## src/hw/rtl/i2c_master_byte_engine_core_defines.svh

```systemverilog
// Assertion macros used by the I2C master byte engine core.
`ifndef I2C_MASTER_BYTE_ENGINE_CORE_DEFINES_SVH
`define I2C_MASTER_BYTE_ENGINE_CORE_DEFINES_SVH

// Same-cycle implication, sampled on clk, off while rst_n is low.
`define I2CM_ASSERT_IMP(name, ante, cons, msg) \
    name: assert property (@(posedge clk) disable iff (!rst_n) (ante) |-> (cons)) \
        else $error(msg);

// Next-cycle implication, sampled on clk, off while rst_n is low.
`define I2CM_ASSERT_NXT(name, ante, cons, msg) \
    name: assert property (@(posedge clk) disable iff (!rst_n) (ante) |=> (cons)) \
        else $error(msg);

`endif

```

## src/hw/rtl/i2cm_pkg.sv

```systemverilog
// Types and constants of the I2C master byte engine.
package i2cm_pkg;

    localparam int IN_TDATA_W  = 16;
    localparam int OUT_TDATA_W = 24;
    localparam int DELAY_W     = 16;
    localparam int BYTE_W      = 8;
    localparam int BIT_CNT_W   = 4;

    localparam logic [DELAY_W-1:0] DELAY_RESET     = 16'd160;
    localparam logic [BYTE_W-1:0]  POLL_LIMIT_RESET = 8'd255;
    localparam logic [BIT_CNT_W-1:0] BITS_PER_BYTE  = 4'd8;

    // Configuration register indexes
    typedef enum logic [0:0] {
        REG_DELAY_CYCLES   = 1'b0,
        REG_ACK_POLL_LIMIT = 1'b1
    } reg_idx_t;

    // Running operation; codes match the command field
    typedef enum logic [2:0] {
        OP_IDLE  = 3'd0,
        OP_START = 3'd1,
        OP_STOP  = 3'd2,
        OP_WRITE = 3'd3,
        OP_READ  = 3'd4
    } op_t;

    // Line sequence steps
    typedef enum logic [4:0] {
        PH_IDLE           = 5'd0,
        PH_S_SDA_LOW      = 5'd1,
        PH_S_SCL_LOW      = 5'd2,
        PH_T_SCL_HIGH     = 5'd3,
        PH_T_SDA_HIGH     = 5'd4,
        PH_W_SCL_HIGH     = 5'd5,
        PH_W_SCL_LOW      = 5'd6,
        PH_W_ACK_SCL_HIGH = 5'd7,
        PH_W_POLL         = 5'd8,
        PH_W_SCL_END      = 5'd9,
        PH_R_SCL_HIGH     = 5'd10,
        PH_R_SAMPLE       = 5'd11,
        PH_R_ACK_DRIVE    = 5'd12,
        PH_R_ACK_HIGH     = 5'd13,
        PH_R_ACK_LOW      = 5'd14,
        PH_R_SDA_LOW      = 5'd15,
        PH_FINISH         = 5'd16
    } phase_t;

    // Sequencer state
    typedef struct packed {
        op_t                  op;
        phase_t               phase;
        logic [BIT_CNT_W-1:0] bit_index;
        logic [BYTE_W-1:0]    shifter;
        logic [DELAY_W-1:0]   delay_cnt;
        logic [BYTE_W-1:0]    poll_cnt;
        logic [BYTE_W-1:0]    last_read;
        logic [BYTE_W-1:0]    last_ack;
        logic                 scl_lvl;
        logic                 scl_en;
        logic                 sda_lvl;
        logic                 sda_en;
    } seq_state_t;

    // One result item, first field in the highest bits
    typedef struct packed {
        logic [BYTE_W-1:0] ack_count;
        logic [BYTE_W-1:0] read_byte;
        logic              done_res;
        logic              busy_res;
        logic              sda_enable;
        logic              sda_level;
        logic              scl_enable;
        logic              scl_level;
    } result_t;

endpackage

```

## src/hw/rtl/i2cm_step.sv

```systemverilog
// Next-state and result logic for one tick of the I2C line sequencer.
module i2cm_step
    import i2cm_pkg::*;
(
    input  seq_state_t          state,
    input  logic [DELAY_W-1:0]  delay_cycles,
    input  logic [BYTE_W-1:0]   ack_poll_limit,
    input  logic [2:0]          command,
    input  logic [BYTE_W-1:0]   write_byte,
    input  logic                nack,
    input  logic                sda_in,
    output seq_state_t          state_next,
    output result_t             result
);

    logic [DELAY_W-1:0]   dly_eff;
    logic [DELAY_W-1:0]   dly_reload;
    logic [BYTE_W-1:0]    poll_start;
    logic [BYTE_W-1:0]    shift_next;
    logic [BYTE_W-1:0]    poll_dec;
    logic [BIT_CNT_W-1:0] bit_inc;
    logic                 done;

    // Zero delay or zero poll limit behave as one
    assign dly_eff    = (delay_cycles == '0) ? DELAY_W'(1) : delay_cycles;
    assign dly_reload = dly_eff - DELAY_W'(1);
    assign poll_start = (ack_poll_limit == '0) ? BYTE_W'(1) : ack_poll_limit;
    assign poll_dec   = state.poll_cnt - BYTE_W'(1);
    assign bit_inc    = state.bit_index + BIT_CNT_W'(1);

    always_comb
    begin
        state_next = state;
        done       = 1'b0;
        shift_next = state.shifter;

        if (state.op == OP_IDLE)
        begin
            // take a command
            case (command)
                OP_START:
                begin
                    state_next.op        = OP_START;
                    state_next.bit_index = '0;
                    state_next.scl_lvl   = 1'b1;
                    state_next.sda_lvl   = 1'b1;
                    state_next.sda_en    = 1'b1;
                    state_next.scl_en    = 1'b1;
                    state_next.delay_cnt = dly_reload;
                    state_next.phase     = PH_S_SDA_LOW;
                end
                OP_STOP:
                begin
                    state_next.op        = OP_STOP;
                    state_next.bit_index = '0;
                    state_next.sda_en    = 1'b1;
                    state_next.sda_lvl   = 1'b0;
                    state_next.delay_cnt = dly_reload;
                    state_next.phase     = PH_T_SCL_HIGH;
                end
                OP_WRITE:
                begin
                    state_next.op        = OP_WRITE;
                    state_next.bit_index = '0;
                    state_next.shifter   = write_byte;
                    state_next.sda_en    = 1'b1;
                    state_next.sda_lvl   = write_byte[BYTE_W-1];
                    state_next.delay_cnt = dly_reload;
                    state_next.phase     = PH_W_SCL_HIGH;
                end
                OP_READ:
                begin
                    state_next.op        = OP_READ;
                    state_next.bit_index = '0;
                    state_next.shifter   = '0;
                    state_next.sda_en    = 1'b0;
                    state_next.sda_lvl   = 1'b1;
                    state_next.delay_cnt = dly_reload;
                    state_next.phase     = PH_R_SCL_HIGH;
                end
                default:
                begin
                    state_next = state;
                end
            endcase
        end
        else if (state.delay_cnt != '0)
        begin
            // line delay running
            state_next.delay_cnt = state.delay_cnt - DELAY_W'(1);
        end
        else
        begin
            // one line step; each step restarts the delay
            state_next.delay_cnt = dly_reload;
            case (state.phase)
                PH_S_SDA_LOW:
                begin
                    state_next.sda_lvl = 1'b0;
                    state_next.phase   = PH_S_SCL_LOW;
                end
                PH_S_SCL_LOW, PH_W_SCL_END:
                begin
                    state_next.scl_lvl = 1'b0;
                    state_next.phase   = PH_FINISH;
                end
                PH_R_ACK_LOW:
                begin
                    state_next.scl_lvl = 1'b0;
                    state_next.phase   = PH_R_SDA_LOW;
                end
                PH_T_SCL_HIGH:
                begin
                    state_next.scl_lvl = 1'b1;
                    state_next.phase   = PH_T_SDA_HIGH;
                end
                PH_T_SDA_HIGH:
                begin
                    state_next.sda_lvl = 1'b1;
                    state_next.phase   = PH_FINISH;
                end
                PH_W_SCL_HIGH:
                begin
                    state_next.scl_lvl = 1'b1;
                    state_next.phase   = PH_W_SCL_LOW;
                end
                PH_W_SCL_LOW:
                begin
                    // next bit goes out with the falling clock
                    shift_next           = {state.shifter[BYTE_W-2:0], 1'b0};
                    state_next.shifter   = shift_next;
                    state_next.bit_index = bit_inc;
                    state_next.scl_lvl   = 1'b0;
                    if (bit_inc < BITS_PER_BYTE)
                    begin
                        state_next.sda_en  = 1'b1;
                        state_next.sda_lvl = shift_next[BYTE_W-1];
                        state_next.phase   = PH_W_SCL_HIGH;
                    end
                    else
                    begin
                        state_next.sda_en  = 1'b0;
                        state_next.sda_lvl = 1'b1;
                        state_next.phase   = PH_W_ACK_SCL_HIGH;
                    end
                end
                PH_W_ACK_SCL_HIGH:
                begin
                    state_next.scl_lvl  = 1'b1;
                    state_next.poll_cnt = poll_start;
                    state_next.phase    = PH_W_POLL;
                end
                PH_W_POLL:
                begin
                    if (!sda_in)
                    begin
                        // acknowledge seen: keep the remaining count
                        state_next.last_ack = state.poll_cnt;
                        state_next.scl_lvl  = 1'b0;
                        state_next.phase    = PH_FINISH;
                    end
                    else
                    begin
                        state_next.poll_cnt = poll_dec;
                        if (poll_dec == '0)
                        begin
                            state_next.last_ack = '0;
                            state_next.phase    = PH_W_SCL_END;
                        end
                        else
                        begin
                            state_next.phase = PH_W_POLL;
                        end
                    end
                end
                PH_R_SCL_HIGH:
                begin
                    state_next.scl_lvl = 1'b1;
                    state_next.phase   = PH_R_SAMPLE;
                end
                PH_R_SAMPLE:
                begin
                    shift_next           = {state.shifter[BYTE_W-2:0], sda_in};
                    state_next.shifter   = shift_next;
                    state_next.scl_lvl   = 1'b0;
                    state_next.bit_index = bit_inc;
                    if (bit_inc < BITS_PER_BYTE)
                    begin
                        state_next.phase = PH_R_SCL_HIGH;
                    end
                    else
                    begin
                        state_next.last_read = shift_next;
                        state_next.phase     = PH_R_ACK_DRIVE;
                    end
                end
                PH_R_ACK_DRIVE:
                begin
                    state_next.sda_en  = 1'b1;
                    state_next.sda_lvl = nack;
                    state_next.phase   = PH_R_ACK_HIGH;
                end
                PH_R_ACK_HIGH:
                begin
                    state_next.scl_lvl = 1'b1;
                    state_next.phase   = PH_R_ACK_LOW;
                end
                PH_R_SDA_LOW:
                begin
                    state_next.sda_lvl = 1'b0;
                    state_next.phase   = PH_FINISH;
                end
                default:
                begin
                    // finish tick: back to idle
                    state_next.op        = OP_IDLE;
                    state_next.phase     = PH_IDLE;
                    state_next.delay_cnt = '0;
                    done                 = 1'b1;
                end
            endcase
        end
    end

    // Result reflects the state after this tick
    always_comb
    begin
        result.scl_level  = state_next.scl_lvl;
        result.scl_enable = state_next.scl_en;
        result.sda_level  = state_next.sda_lvl;
        result.sda_enable = state_next.sda_en;
        result.busy_res   = (state_next.op != OP_IDLE);
        result.done_res   = done;
        result.read_byte  = state_next.last_read;
        result.ack_count  = state_next.last_ack;
    end

endmodule

```

## src/hw/rtl/i2c_master_byte_engine_core.sv

```systemverilog
// I2C master byte engine: line sequencer with stream ports and output skid buffer.
//
// Each input transaction is one tick of the I2C line sequencer and yields exactly
// one output transaction with the pin drives, busy/done flags, last read byte and
// acknowledge count after that tick. One transaction is taken per clock cycle
// while the skid entry is empty; state feeds back through next-state logic and
// the result is registered into a two-entry output buffer whose skid entry lets
// input keep flowing for one extra transaction while the output is stalled.
// Line steps of start, stop, write and read sequences are max(delay_cycles, 1)
// ticks apart; commands are taken only while idle, and not on the finish tick.
`include "i2c_master_byte_engine_core_defines.svh"

module i2c_master_byte_engine_core
    import i2cm_pkg::*;
(
    input  logic                   clk,
    input  logic                   rst_n,
    // configuration write port
    input  logic                   cfg_wr_en,
    input  logic [0:0]             cfg_index,
    input  logic [DELAY_W-1:0]     cfg_wdata,
    // input stream
    input  logic                   s_tvalid,
    output logic                   s_tready,
    // [2:0] command, [10:3] write_byte, [11] nack, [12] sda_in, [15:13] zero
    input  logic [IN_TDATA_W-1:0]  s_tdata,
    // output stream
    output logic                   m_tvalid,
    input  logic                   m_tready,
    // [0] scl_level, [1] scl_enable, [2] sda_level, [3] sda_enable, [4] busy_res,
    // [5] done_res, [13:6] read_byte, [21:14] ack_count, [23:22] zero
    output logic [OUT_TDATA_W-1:0] m_tdata
);

    localparam int RES_W = $bits(result_t);

    logic [DELAY_W-1:0] delay_cycles_reg;
    logic [BYTE_W-1:0]  ack_poll_limit_reg;
    seq_state_t         state_reg;
    seq_state_t         state_next;
    result_t            step_res;
    result_t            out_reg;
    result_t            skid_reg;
    logic               out_valid_reg;
    logic               skid_valid_reg;
    logic               in_xfer;
    logic               out_xfer;

    // Configuration registers
    always_ff @(posedge clk or negedge rst_n)
    begin
        if (!rst_n)
        begin
            delay_cycles_reg   <= DELAY_RESET;
            ack_poll_limit_reg <= POLL_LIMIT_RESET;
        end
        else if (cfg_wr_en)
        begin
            case (reg_idx_t'(cfg_index))
                REG_DELAY_CYCLES:   delay_cycles_reg   <= cfg_wdata;
                REG_ACK_POLL_LIMIT: ack_poll_limit_reg <= cfg_wdata[BYTE_W-1:0];
                default:            delay_cycles_reg   <= delay_cycles_reg;
            endcase
        end
    end

    assign s_tready = !skid_valid_reg;
    assign in_xfer  = s_tvalid && s_tready;
    assign m_tvalid = out_valid_reg;
    assign out_xfer = out_valid_reg && m_tready;
    assign m_tdata  = {(OUT_TDATA_W - RES_W)'(0), out_reg};

    // Tick logic
    i2cm_step u_step (
        .state          (state_reg),
        .delay_cycles   (delay_cycles_reg),
        .ack_poll_limit (ack_poll_limit_reg),
        .command        (s_tdata[2:0]),
        .write_byte     (s_tdata[10:3]),
        .nack           (s_tdata[11]),
        .sda_in         (s_tdata[12]),
        .state_next     (state_next),
        .result         (step_res)
    );

    // Sequencer state advances once per accepted transaction
    always_ff @(posedge clk or negedge rst_n)
    begin
        if (!rst_n)
        begin
            state_reg.op        <= OP_IDLE;
            state_reg.phase     <= PH_IDLE;
            state_reg.bit_index <= '0;
            state_reg.shifter   <= '0;
            state_reg.delay_cnt <= '0;
            state_reg.poll_cnt  <= '0;
            state_reg.last_read <= '0;
            state_reg.last_ack  <= '0;
            state_reg.scl_lvl   <= 1'b1;
            state_reg.scl_en    <= 1'b0;
            state_reg.sda_lvl   <= 1'b1;
            state_reg.sda_en    <= 1'b0;
        end
        else if (in_xfer)
        begin
            state_reg <= state_next;
        end
    end

    // Output register plus skid entry
    always_ff @(posedge clk or negedge rst_n)
    begin
        if (!rst_n)
        begin
            out_valid_reg  <= 1'b0;
            skid_valid_reg <= 1'b0;
        end
        else if (out_xfer)
        begin
            if (skid_valid_reg)
            begin
                skid_valid_reg <= 1'b0;
            end
            else if (!in_xfer)
            begin
                out_valid_reg <= 1'b0;
            end
        end
        else if (in_xfer)
        begin
            if (!out_valid_reg)
            begin
                out_valid_reg <= 1'b1;
            end
            else
            begin
                skid_valid_reg <= 1'b1;
            end
        end
    end

    // Payload of the output buffer
    always_ff @(posedge clk)
    begin
        if (out_xfer && skid_valid_reg)
        begin
            out_reg <= skid_reg;
        end
        else if (in_xfer && (out_xfer || !out_valid_reg))
        begin
            out_reg <= step_res;
        end

        if (in_xfer && out_valid_reg && !out_xfer)
        begin
            skid_reg <= step_res;
        end
    end

    // Checks
    `I2CM_ASSERT_IMP(a_skid_needs_out, skid_valid_reg, out_valid_reg,
        "skid entry valid while output register empty")
    `I2CM_ASSERT_IMP(a_idle_clean, state_reg.op == OP_IDLE,
        state_reg.phase == PH_IDLE && state_reg.delay_cnt == '0,
        "idle sequencer with a pending step or delay")
    `I2CM_ASSERT_IMP(a_bit_bound, 1'b1, state_reg.bit_index <= BITS_PER_BYTE,
        "bit counter past one byte")
    `I2CM_ASSERT_IMP(a_done_not_busy, step_res.done_res, !step_res.busy_res,
        "done raised while still busy")
    `I2CM_ASSERT_NXT(a_stall_to_skid, in_xfer && out_valid_reg && !m_tready,
        skid_valid_reg, "stalled transaction not held in skid entry")

endmodule

```

## config.mk

```make
export PLATFORM = sky130hd
export DESIGN_NAME = i2c_master_byte_engine_core
export DESIGN_NICKNAME = d
export VERILOG_FILES = /design/src/hw/rtl/i2cm_pkg.sv /design/src/hw/rtl/i2cm_step.sv /design/src/hw/rtl/i2c_master_byte_engine_core.sv
export VERILOG_INCLUDE_DIRS = /design/src /design/src/hw/rtl
export SDC_FILE = /design/constraint.sdc
export NUM_CORES = 1
export LEC_CHECK = 0
export ABC_AREA = 1
export BUFFER_PORTS_ARGS = -buffer_cell sky130_fd_sc_hd__buf_4
export CAP_MARGIN = 5
export CORE_MARGIN = 2
export CORE_UTILIZATION = 60
export DETAILED_ROUTE_END_ITERATION = 8
export GPL_ROUTABILITY_DRIVEN = 1
export PLACE_DENSITY = 0.89
export SLEW_MARGIN = 15
export SYNTH_ARGS = -nofsm -noshare
export SYNTH_HDL_FRONTEND = slang
export SYNTH_SLANG_ARGS = --single-unit
```

## constraint.sdc

```tcl
create_clock -name clk -period 3.6 [get_ports clk]
set_clock_uncertainty 0.2 [all_clocks]
set_input_delay 0.36 -clock clk [delete_from_list [all_inputs] [get_ports clk]]
set_output_delay 0.36 -clock clk [all_outputs]
set_load 0.005 [all_outputs]
```

Yosys cells after proc, flatten, opt, wreduce, memory -nomap -nowiden
Cells that the tools add are included.
{"block": "op_classes", "addsub": 4, "mul": 0, "div": 0, "order_cmp": 1, "n_eq_ne": 26, "shifts": 0, "muxes": 46, "bitwise_logic": 3, "n_reduce_logical": 36}
{"op": "$mux 16", "count": 4}
{"op": "$mux 61", "count": 1}
{"op": "$pmux 5 s12", "count": 1}
{"op": "$mux 8", "count": 7}
{"op": "$pmux 12 s4", "count": 1}
{"op": "$mux 22", "count": 2}
{"op": "$eq 5x4->1 const B", "count": 8}
{"op": "$pmux 8 s2", "count": 2}
{"op": "$sub 16x1->16 const B", "count": 2}
{"op": "$mux 25", "count": 1}
{"op": "$pmux 12 s2", "count": 1}
{"op": "$eq 5x3->1 const B", "count": 4}
{"op": "$mux 20", "count": 1}
{"op": "$logic_not 16->1", "count": 1}
{"op": "$logic_not 8->1", "count": 2}
{"op": "$reduce_bool 16->1", "count": 1}
{"op": "$reduce_or 15->1", "count": 1}
{"op": "$mux 1", "count": 13}
{"op": "$eq 5x2->1 const B", "count": 2}
{"op": "$mux 2", "count": 5}
{"op": "$reduce_or 5->1", "count": 2}
{"op": "$ne 2x2->1 const B", "count": 4}
{"op": "$pmux 2 s4", "count": 1}
{"op": "$reduce_and 2->1", "count": 4}
{"op": "other kinds (27)", "count": 45}
{"block": "word_totals", "register_bits": 133, "latch_bits": 0, "ramBits": 0, "rom_bits": 0, "word_cells": 148, "mem_count": 0}

Depth between registers and ports, before layout
{"block": "depth", "ltp_word": 10, "ltp_mapped": 15, "depth_no_buf": 15}

Hierarchy
From an unflattened synthesis, not the netlist that was laid out.
{"block": "unflattened", "cells_unflattened": 1186, "hier_area_um2": 8425.6}
{"module": "i2c_master_byte_engine_core", "instances": 1, "cells_per_inst": 518, "area_each_um2": 5218.8}
{"module": "i2cm_step", "instances": 1, "cells_per_inst": 668, "area_each_um2": 3206.8}

Least setup slack after synthesis
OpenSTA, ideal clock, no wires.
{"block": "synth_timing", "path_type": "register -> register", "startpoint": "reg skid_valid_reg", "endpoint": "reg out_reg, in the netlist m_tdata[0], enable pin", "arrival_ns": 2.428, "setup_slack_ns": 0.540, "path_stages_with_launch": 5, "n_path_buf": 1, "path_cell_list": "dfrtp_1 inv_1 nand2_1 clkbuf_1 o21ai_0"}
{"block": "synth_via", "elab_chain_len": 4}
{"element": "start: declaration", "line": "i2c_master_byte_engine_core.sv:45", "rtl": "logic skid_valid_reg;"}
{"element": "start signal: assignment", "line": "i2c_master_byte_engine_core.sv:116", "rtl": "skid_valid_reg <= 1'b0;"}
{"element": "start signal: assignment", "line": "i2c_master_byte_engine_core.sv:122", "rtl": "skid_valid_reg <= 1'b0;"}
{"element": "start signal: assignment", "line": "i2c_master_byte_engine_core.sv:137", "rtl": "skid_valid_reg <= 1'b1;"}
{"element": "$logic_not 1->1", "line": "i2c_master_byte_engine_core.sv:67", "rtl": "assign s_tready = !skid_valid_reg;"}
{"element": "net s_tready", "line": "i2c_master_byte_engine_core.sv:24", "rtl": "output logic s_tready,"}
{"element": "$logic_and 1x1->1", "line": "i2c_master_byte_engine_core.sv:68", "rtl": "assign in_xfer = s_tvalid && s_tready;"}
{"element": "$logic_and 1x1->1", "line": "i2c_master_byte_engine_core.sv:149", "rtl": "else if (in_xfer && (out_xfer || !out_valid_reg))"}
{"element": "$reduce_bool 2->1 (no source line)"}
{"element": "end signal: assignment", "line": "i2c_master_byte_engine_core.sv:147", "rtl": "out_reg <= skid_reg;"}
{"element": "end signal: assignment", "line": "i2c_master_byte_engine_core.sv:151", "rtl": "out_reg <= step_res;"}
{"element": "end: declaration", "line": "i2c_master_byte_engine_core.sv:42", "rtl": "result_t out_reg;"}
The timed path passes the listed nets, and every way through them passes these cells.
A chain may end at the register's enable or synchronous reset.

Worst setup path in the final report
{"block": "layout_timing", "startpoint": "reg state_reg[28] (netlist name)", "endpoint": "reg state_reg[21] (netlist name)"}
{"block": "layout_via", "elab_chain_len": 3}
{"element": "start: declaration", "line": "i2c_master_byte_engine_core.sv:39", "rtl": "seq_state_t state_reg;"}
{"element": "start signal: assignment", "line": "i2c_master_byte_engine_core.sv:106", "rtl": "state_reg <= state_next;"}
{"element": "$reduce_bool 16->1", "line": "i2cm_step.sv:87", "rtl": "else if (state.delay_cnt != '0)"}
{"element": "$not 1->1 (no source line)"}
{"element": "$reduce_and 5->1 (no source line)"}
Every way passes these cells.

==> results.sh <==
export IMPL_status="finished, final reports clean"
export IMPL_synthSimpleGateAreaFrac_pct=30.2
export IMPL_wl_met1_um=7140
export IMPL_cts_num_sinks=133
export IMPL_dp_hpwl_um=11500
export IMPL_synth_top_family_by_area="simple AND/OR/NAND/NOR gates"
export IMPL_antenna_cells=0
export IMPL_wirelength_um=16600
export IMPL_initial_core_util_pct=61.0
export IMPL_synth_cell_types=45
export IMPL_area_growth_pct=17.5
export IMPL_ys_warn_count=0
export IMPL_yosysTopAreaCellShare_pct=26.6
export IMPL_ctsRootBufferMaster="clkbuf_16"
export IMPL_synth_avg_cell_area_um2=7.80
export IMPL_grt_setup_unrepaired="false"
export IMPL_synth_compound_area_share_pct=10.2
export IMPL_cts_repair_resized=0
export IMPL_end_kind="flop"
export IMPL_io_pins=64
export IMPL_wire_per_inst_um=14.3
export IMPL_path_clk_slew_ns=0.06
export IMPL_grt_pass1_vias=6164
export IMPL_utilization_pct=71.6
export IMPL_drt_first_pass_iters=5
export IMPL_setup_violations=0
export IMPL_antenna_found_initial=0
export IMPL_fp_dieArea_mm2=0.0129
export IMPL_critPathRequiredTime_ns=3.72
export IMPL_clock_latency_ns=0.42
export IMPL_yosys_top_cells_count="312 x nand2_1, 97 x nor2_1, 85 x inv_1"
export IMPL_synthAdderAreaFrac_pct=1.04
export IMPL_htree_levels=4
export IMPL_routed_top_layer="met4"
export IMPL_rows=40
export IMPL_async_reset_ff_share_pct=66.9
export IMPL_route_met3_wl_um=803
export IMPL_gp_congestion=0.937
export IMPL_power_density_mw_per_mm2=685
export IMPL_grt_max_degree=48
export IMPL_relSlewSlack_pct=30.1
export IMPL_synth_seq_area_share_pct=49.3
export IMPL_drive_above_1_share_pct=13.9
export IMPL_synth_cells=927
export IMPL_crit_fanout=16
export IMPL_final_setup_tns_ns=0
export IMPL_drv_slew=0
export IMPL_drt_vias_per_instance=5.51
export IMPL_synthMuxAreaShare_pct=0.294
export IMPL_clockBufferDepth=2
export IMPL_mappedNetlistArea_mm2=0.00723
export IMPL_synthFlopType="dfrtp_1"
export IMPL_hold_violations=0
export IMPL_p_leak_nw=3.97
export IMPL_tightest_slew_ns=1.05
export IMPL_setup_worst_path_class="reg -> reg"
export IMPL_synth_most_common_cell="nand2_1"
export IMPL_cts_buffers=17
export IMPL_cap_violations=0
export IMPL_die_y_um=114
export IMPL_ir_drop_mv=0.330
export IMPL_grt_overflow_total=0
export IMPL_drc_errors=0
export IMPL_met2_wirelength_um=8060
export IMPL_yosysTopAreaCell="dfrtp_1"
export IMPL_synth_xor_area_share_pct=2.42
export IMPL_fmax_mhz=360
export IMPL_tritoncts="done"
export IMPL_fin_crit_sh_pct=77.2
export IMPL_largest_register_ffs=63
export IMPL_coreArea_mm2=0.0119
export IMPL_min_path_type="in -> reg"
export IMPL_vias=6378
export IMPL_synth_edff_count=44
export IMPL_synth_area_leaders="dfrtp_1 27%, edfxtp_1 18%, nand2_1 16%"
export IMPL_start_kind="flop"
export IMPL_post_cts_buffers=0
export IMPL_min_period_ns=2.78
export IMPL_final_antenna_net_count=0
export IMPL_grt_pass1_wl_um=28000
export IMPL_die_w_um=114
export IMPL_worst_endpoint_arrival_ns=2.90
export IMPL_grt_usage_pct=27.4
export IMPL_drt_iter0_drc=537
export IMPL_ys_seq_elements=133
export IMPL_final_nets=1042
export IMPL_port_buffer_count=58
layer usage:
metal,vias to the layer above,global-route usage (%)
met5,-,0
met4,0,16.3
met3,52,5.15
met2,237,44.8
met1,2919,34.1
li1,3170,-
cell type report:
type                       instances  area [µm²]
clock buffer                      17         425
clock inverter                    15         158
fill                             884        3360
inverter                          91         342
multi-input combinational        677        3210
sequential                       133        3560
tap                              147         184
timing repair buffer              78         616
repair_timing:
item | CTS | global route
hold buffers | 12 | 0
setup endpoints to repair | 0 | 0
endpoints found under the hold margin | 47 | 0
critical path: stages (launching register included):
cell and delay, ns:
dfrtp_1 0.37, inv_1 0.12, ha_1 0.22, nand2_1 0.11
nor2_1 0.17, nand4_1 0.16, nor2_1 0.36, nand4_1 0.59
o21ai_0 0.37
path summary, 6_finish.rpt:
check / startpoint / endpoint / slack, ns / cells after the start
min in group asynchronous: rst_n / delay_cycles_reg[14] / 0.29 / 2
setup reg to reg: state_reg[28] / state_reg[21] / 0.82 / 8
hold reg to reg: state_reg[1] / state_reg[1] / 0.28 / 2
hold / removal: cfg_wdata[5] / ack_poll_limit_reg[5] / 0.02 / 3
max in group asynchronous: rst_n / state_reg[1] / 2.11 / 3
setup / recovery: state_reg[28] / state_reg[21] / 0.82 / 8
through the flow:
stage / setup slack, ns / instances / area (µm²) / hold slack [ns] / total power [mW]
5_1_grt: 0.555 / 1158 / 8500 / 0.00797 / 6.18
3_5_place_dp: 0.860 / 1114 / 7790 / 0.211 / 4.10
4_1_cts: 0.776 / 1158 / 8500 / 0.00145 / 5.82
3_3_place_gp: 0.931 / 1114 / 7790 / 0.205 / 4.03
6_report: 0.819 / 1158 / 8500 / 0.0179 / 5.82
2_1_floorplan: 0.540 / 928 / 7230 / -0.136 / 3.53
cells by family after synthesis:
logic type / count (synthesis)
AOI/OAI and AO/OA: 132
xor gates and xnor gates: 20
adders and majority gates: 6
buffers and inverters: 118
DFF: 133
muxes: 2
other: 1
and+or+nand+nor: 515
cells in the final DEF (no fill, tap or decap), types with 12 or more instances in the layout:
master | netlist | final
buf_4 | 4 | 66
nand4_1 | 16 | 16
nand3_1 | 54 | 54
edfxtp_1 | 44 | 44
nand2_1 | 312 | 312
a21oi_1 | 26 | 26
o21ai_0 | 76 | 75
dfstp_2 | 12 | 12
dlygate4sd3_1 | 0 | 12
inv_1 | 85 | 85
dfrtp_1 | 77 | 77
clkbuf_16 | 0 | 17
nor2_1 | 97 | 97
xor2_1 | 15 | 15
report_power, final:
group	leakage [nW]	switching (mW)	internal, mW
Combinational	2.18	1.26	0.660
Sequential	1.52	0.224	1.98
Clock	0.276	0.678	1.02
Total	3.97	2.16	3.67
No activity file was read; power rests on OpenSTA's default activity.
